--- src/hw/rtl/odt_pkg.sv ---
package odt_pkg;

    localparam int unsigned MaxWidthDef  = 128;
    localparam int unsigned MaxHeightDef = 128;

    localparam logic [7:0] FreeMark = 8'd255;
    localparam logic [7:0] DistCap  = 8'd254;

    typedef enum logic [1:0] {
        CMD_WRITE = 2'd0,
        CMD_RUN   = 2'd1,
        CMD_READ  = 2'd2,
        CMD_NONE  = 2'd3
    } command_t;

    typedef enum logic [1:0] {
        REG_WIDTH  = 2'd0,
        REG_HEIGHT = 2'd1,
        REG_SCALE  = 2'd2,
        REG_NONE   = 2'd3
    } reg_index_t;

    typedef enum logic [3:0] {
        ST_IDLE,
        ST_READ,
        ST_SCALE,
        ST_INIT_RD,
        ST_INIT_WR,
        ST_POP,
        ST_CENTRE,
        ST_NB_RD,
        ST_NB_WR,
        ST_DONE,
        ST_OUT
    } state_t;

    typedef struct packed {
        logic [1:0]        command;
        logic [6:0]        cell_x;
        logic [6:0]        cell_y;
        logic signed [7:0] log_odds;
    } in_item_t;

    typedef struct packed {
        logic        result_kind;
        logic [6:0]  distance_cells;
        logic [22:0] distance_meters_q16;
        logic        reachable;
        logic        out_of_range;
    } out_item_t;

    // controller -> datapath
    typedef struct packed {
        logic capture;      // latch input transaction
        logic mem_write;    // write occupancy at input cell
        logic read_req;     // read input cell
        logic scale;        // form read result
        logic clear_res;    // form run-finished result
        logic scan_start;   // reset scan and queue
        logic scan_rd;      // read scan cell
        logic scan_wr;      // rewrite / enqueue scan cell
        logic pop;          // read queue head
        logic centre_rd;    // read popped cell distance
        logic nb_rd;        // read current neighbour
        logic nb_wr;        // settle current neighbour
    } ctrl_t;

    // datapath -> controller
    typedef struct packed {
        logic [1:0] command;
        logic       scan_last;
        logic       queue_empty;
        logic       nb_last;
    } stat_t;

endpackage

--- src/hw/rtl/odt_ctrl.sv ---
module odt_ctrl (
    input  logic           clk,
    input  logic           rst_n,
    input  logic           in_valid,
    output logic           in_ready,
    output logic           out_valid,
    input  logic           out_ready,
    input  odt_pkg::stat_t stat,
    output odt_pkg::ctrl_t ctrl
);
    odt_pkg::state_t state_reg, state_next;

    always_ff @(posedge clk or negedge rst_n)
    begin
        if (!rst_n)
            state_reg <= odt_pkg::ST_IDLE;
        else
            state_reg <= state_next;
    end

    always_comb
    begin
        state_next = state_reg;
        ctrl       = '0;
        in_ready   = 1'b0;
        out_valid  = 1'b0;
        unique case (state_reg)
            odt_pkg::ST_IDLE:
            begin
                in_ready = 1'b1;
                if (in_valid)
                begin
                    ctrl.capture = 1'b1;
                    state_next = odt_pkg::ST_READ;
                end
            end
            odt_pkg::ST_READ:
            begin
                unique case (stat.command)
                    odt_pkg::CMD_WRITE:
                    begin
                        ctrl.mem_write = 1'b1;
                        state_next = odt_pkg::ST_IDLE;
                    end
                    odt_pkg::CMD_RUN:
                    begin
                        ctrl.scan_start = 1'b1;
                        state_next = odt_pkg::ST_INIT_RD;
                    end
                    odt_pkg::CMD_READ:
                    begin
                        ctrl.read_req = 1'b1;
                        state_next = odt_pkg::ST_SCALE;
                    end
                    default: state_next = odt_pkg::ST_IDLE;
                endcase
            end
            odt_pkg::ST_SCALE:
            begin
                ctrl.scale = 1'b1;
                state_next = odt_pkg::ST_OUT;
            end
            odt_pkg::ST_INIT_RD:
            begin
                ctrl.scan_rd = 1'b1;
                state_next = odt_pkg::ST_INIT_WR;
            end
            odt_pkg::ST_INIT_WR:
            begin
                ctrl.scan_wr = 1'b1;
                state_next = stat.scan_last ? odt_pkg::ST_POP : odt_pkg::ST_INIT_RD;
            end
            odt_pkg::ST_POP:
            begin
                if (stat.queue_empty)
                    state_next = odt_pkg::ST_DONE;
                else
                begin
                    ctrl.pop = 1'b1;
                    state_next = odt_pkg::ST_CENTRE;
                end
            end
            odt_pkg::ST_CENTRE:
            begin
                ctrl.centre_rd = 1'b1;
                state_next = odt_pkg::ST_NB_RD;
            end
            odt_pkg::ST_NB_RD:
            begin
                ctrl.nb_rd = 1'b1;
                state_next = odt_pkg::ST_NB_WR;
            end
            odt_pkg::ST_NB_WR:
            begin
                ctrl.nb_wr = 1'b1;
                state_next = stat.nb_last ? odt_pkg::ST_POP : odt_pkg::ST_NB_RD;
            end
            odt_pkg::ST_DONE:
            begin
                ctrl.clear_res = 1'b1;
                state_next = odt_pkg::ST_OUT;
            end
            odt_pkg::ST_OUT:
            begin
                out_valid = 1'b1;
                if (out_ready)
                    state_next = odt_pkg::ST_IDLE;
            end
            default: state_next = odt_pkg::ST_IDLE;
        endcase
    end

    a_no_both: assert property (@(posedge clk) disable iff (!rst_n)
        !(in_ready && out_valid)) else $error("ready while result pending");
    a_out_hold: assert property (@(posedge clk) disable iff (!rst_n)
        out_valid && !out_ready |=> out_valid) else $error("result dropped");
    a_pop_nonempty: assert property (@(posedge clk) disable iff (!rst_n)
        ctrl.pop |-> !stat.queue_empty) else $error("pop from empty queue");
    a_centre: assert property (@(posedge clk) disable iff (!rst_n)
        ctrl.pop |=> ctrl.centre_rd) else $error("pop not followed by centre read");

endmodule

--- config.mk ---
export PLATFORM = sky130hd
export DESIGN_NAME = odt_ctrl
export DESIGN_NICKNAME = d
export VERILOG_FILES = /design/src/hw/rtl/odt_pkg.sv /design/src/hw/rtl/odt_ctrl.sv
export SDC_FILE = /design/constraint.sdc
export NUM_CORES = 1
export LEC_CHECK = 0
export BUFFER_PORTS_ARGS = -buffer_cell sky130_fd_sc_hd__clkbuf_2
export CAP_MARGIN = 20
export CELL_PAD_IN_SITES_DETAIL_PLACEMENT = 1
export CELL_PAD_IN_SITES_GLOBAL_PLACEMENT = 1
export CORE_MARGIN = 10
export CORE_UTILIZATION = 31
export CTS_CLUSTER_SIZE = 25
export DETAILED_ROUTE_END_ITERATION = 6
export PLACE_DENSITY = 0.88
export RECOVER_POWER = 25
export SKIP_LAST_GASP = 1
export SYNTH_ARGS = -nofsm -noshare
export SYNTH_HDL_FRONTEND = slang
export SYNTH_SLANG_ARGS = --single-unit
--- constraint.sdc ---
create_clock -name clk -period 3.3 [get_ports clk]
set_input_delay 0.165 -clock clk [delete_from_list [all_inputs] [get_ports clk]]
set_output_delay 0.165 -clock clk [all_outputs]
set_load 0.02 [all_outputs]
==> metrics.csv <==
metric,value,unit
Chip Width,58.0,um
"delay-heaviest family, CP",simple AND/OR/NAND/NOR gates,
initial antenna violation count,0,
standard-cell rows,13,
Die Height,58.0,um
Initial Util,33.6,%
Synth Flop Type,dfrtp_1,
area share of the largest cell type after synthesis,22.3,%
# diodes,0,
sequential cell area fraction in the yosys report,22.3,%
crit path max-delay cell type,dfrtp_1,
Starting DRT DRC Count,9,
library cells used by synthesis,26,
RSZ-0062 raised after global routing,false,
slowest cell delay on critical path,0.52,ns
Final Slew Violations,0,
Int Pwr,0.237,mW
Max Buffers Root-to-Sink,2,
number of flip-flops under the largest register name,4,
sw frac,52.8,%
most common cell in the netlist,nor2_1,
max cap viols,0,
# H-tree levels,1,
Synthesized Nets,72,
Tot Pwr,0.504,mW
Clock Tree Root,clkbuf_4,
status,"finished, final reports clean",
worst slew pin tran,0.462,ns
routed len/inst,14.3,um
Post-synth EDFFs,0,
post-cts sizing count,0,
ranking of synthesized cells by area,"dfrtp_1, ha_1, nor3_1, nor2_1, nand2b_1",
"FFs w/ async S/R, synth",100,%
io pins,23,
first-pass GRT wire length,2440,um
"Setup Fix Bufs, Post-CTS",0,
CTS Hold Bufs,1,
Setup WS pre-CTS,1.78,ns
crit start category,flip-flop,
"flops & latches, synth",4,
reg-to-reg startpoint,state_reg[3],
"Net count, final",96,
drt drc,0,
Synth Area per Inst,7.47,um^2
Syn Inst Count,60,
Combinational Power Share,57.6,%
Hold Path Class,in -> reg,
"Buf+Inv Stages, Crit Path",1,
Worst Min Path Start,in_valid,
Final Hold Vio Count,0,
Arrival @ worst endpoint,1.58,ns
max_slew headroom,69.2,%
required time worst endpoint,3.13,ns
synth-to-layout area growth,31.3,%
GRT overflow,0,
CTS tree,built,
Routed Antenna Nets,0,
vias in the first global route,543,
Final period util,52.9,%
Yosys top cell by area,dfrtp_1,
Power Density,856,nW/um^2
sequential share of power,30.5,%
placed wire-length estimate,1100,um
share of the core filled with cells,44.1,%
Clock Sink Count,4,
PortBufs,22,
total track usage,8.67,%
f_max,573,MHz
Post-synth top cells,"nor2_1, nor3_1",
crit path capture type,primary output,
Clock transition at path regs,0.04,ns
crit path max fanout,15,
Yosys warning total,0,
WS Path Type,reg -> out,
Setup TNS Final,0,ns
layout cells sized above 1,30.5,%
Clk network pwr share,11.8,%
Fin Clk Skew,0.00151,ns
Non-Filler Instances,97,
CTS Buf Count,3,
P_leak,0.301,nW
Final GP Congestion,0.729,
synthesized area,448,um^2
Sw Pwr,0.266,mW
die area,3370,um^2
maximum vdd drop,0.458,mV
core area,1330,um^2
final WL,1390,um
smallest setup slack after layout,1.55,ns
endpoints failing setup,0,
placed instance count,93,
Clock Latency Late Sink,0.23,ns
vias,517,
drt pass-1 iters,4,
largest net degree at the start of global routing,18,
Tmin final,1.75,ns
critical path startpoint,state_reg[2],
vias per inst,5.33,
CP Cell Sequence,"nor4_1, and2_1, clkbuf_2",
worst min-delay path, stage by stage:
cell and delay, ns:
clkbuf_2 0.08, inv_1 0.04, a21oi_1 0.06, o31a_1 0.09
power by group through the flow:
stage / Clock [mW] / Combinational, mW / Sequential (mW)
5_1_grt: 0.0652 / 0.329 / 0.168
2_1_floorplan: 0 / 0.268 / 0.0959
3_5_place_dp: 0 / 0.296 / 0.154
4_1_cts: 0.0636 / 0.297 / 0.153
6_report: 0.0596 / 0.290 / 0.154
3_3_place_gp: 0 / 0.288 / 0.149
layout make-up:
| class | instances | area, um^2 |
|---|---|---|
| inverter | 4 | 15.0 |
| timing repair buffer | 23 | 119 |
| sequential | 4 | 100 |
| clock buffer | 3 | 22.5 |
| multi-input combinational | 48 | 313 |
| fill | 180 | 746 |
| tap | 15 | 18.8 |
path summary, 6_finish.rpt:
kind,end,slack (ns),cells after the start
setup / recovery,ctrl[11],1.55,3
hold / removal,state_reg[0],0.25,4
setup reg to reg,state_reg[1],1.85,3
hold reg to reg,state_reg[2],0.76,1
max in group asynchronous,state_reg[3],2.84,2
min in group asynchronous,state_reg[1],0.28,2
cell usage in the layout, fill, tap and decap left out, types with 2 or more instances in the layout:
cell type	instances
clkbuf_4	3
nand2b_1	4
o21ai_0	2
a21oi_1	3
clkbuf_2	21
dfrtp_1	4
nor3_1	6
nor2_1	8
and3_1	3
inv_1	4
ha_1	3
o31a_1	2
o21a_1	2
and3b_1	2
cells by family after synthesis:
kind of cell / synth area share, %
and+or+nand+nor: 39.4
AOI/OAI and AO/OA: 22.1
buffers and inverters: 7.82
DFF: 22.3
adders and majority gates: 8.38
routing by layer:
metal | part of all wire [%] | track usage [%] | wire length (um) | vias up
met2 | 44 | 13.8 | 606 | 20
li1 | - | - | - | 262
met1 | 45 | 9.84 | 629 | 233
met3 | 9.7 | 2.83 | 134 | 2
met4 | 1.2 | 5.03 | 17 | 0
met5 | 0 | 0 | 0 | -
through the flow:
stage	instance area (um^2)	hold WS (ns)
finish	588	0.247
global route	588	0.272
global placement	557	-0.0293
floorplan	448	-0.131
CTS	589	0.245
detailed placement	557	-0.0273
Note: power is estimated with default switching activity, not from simulation.
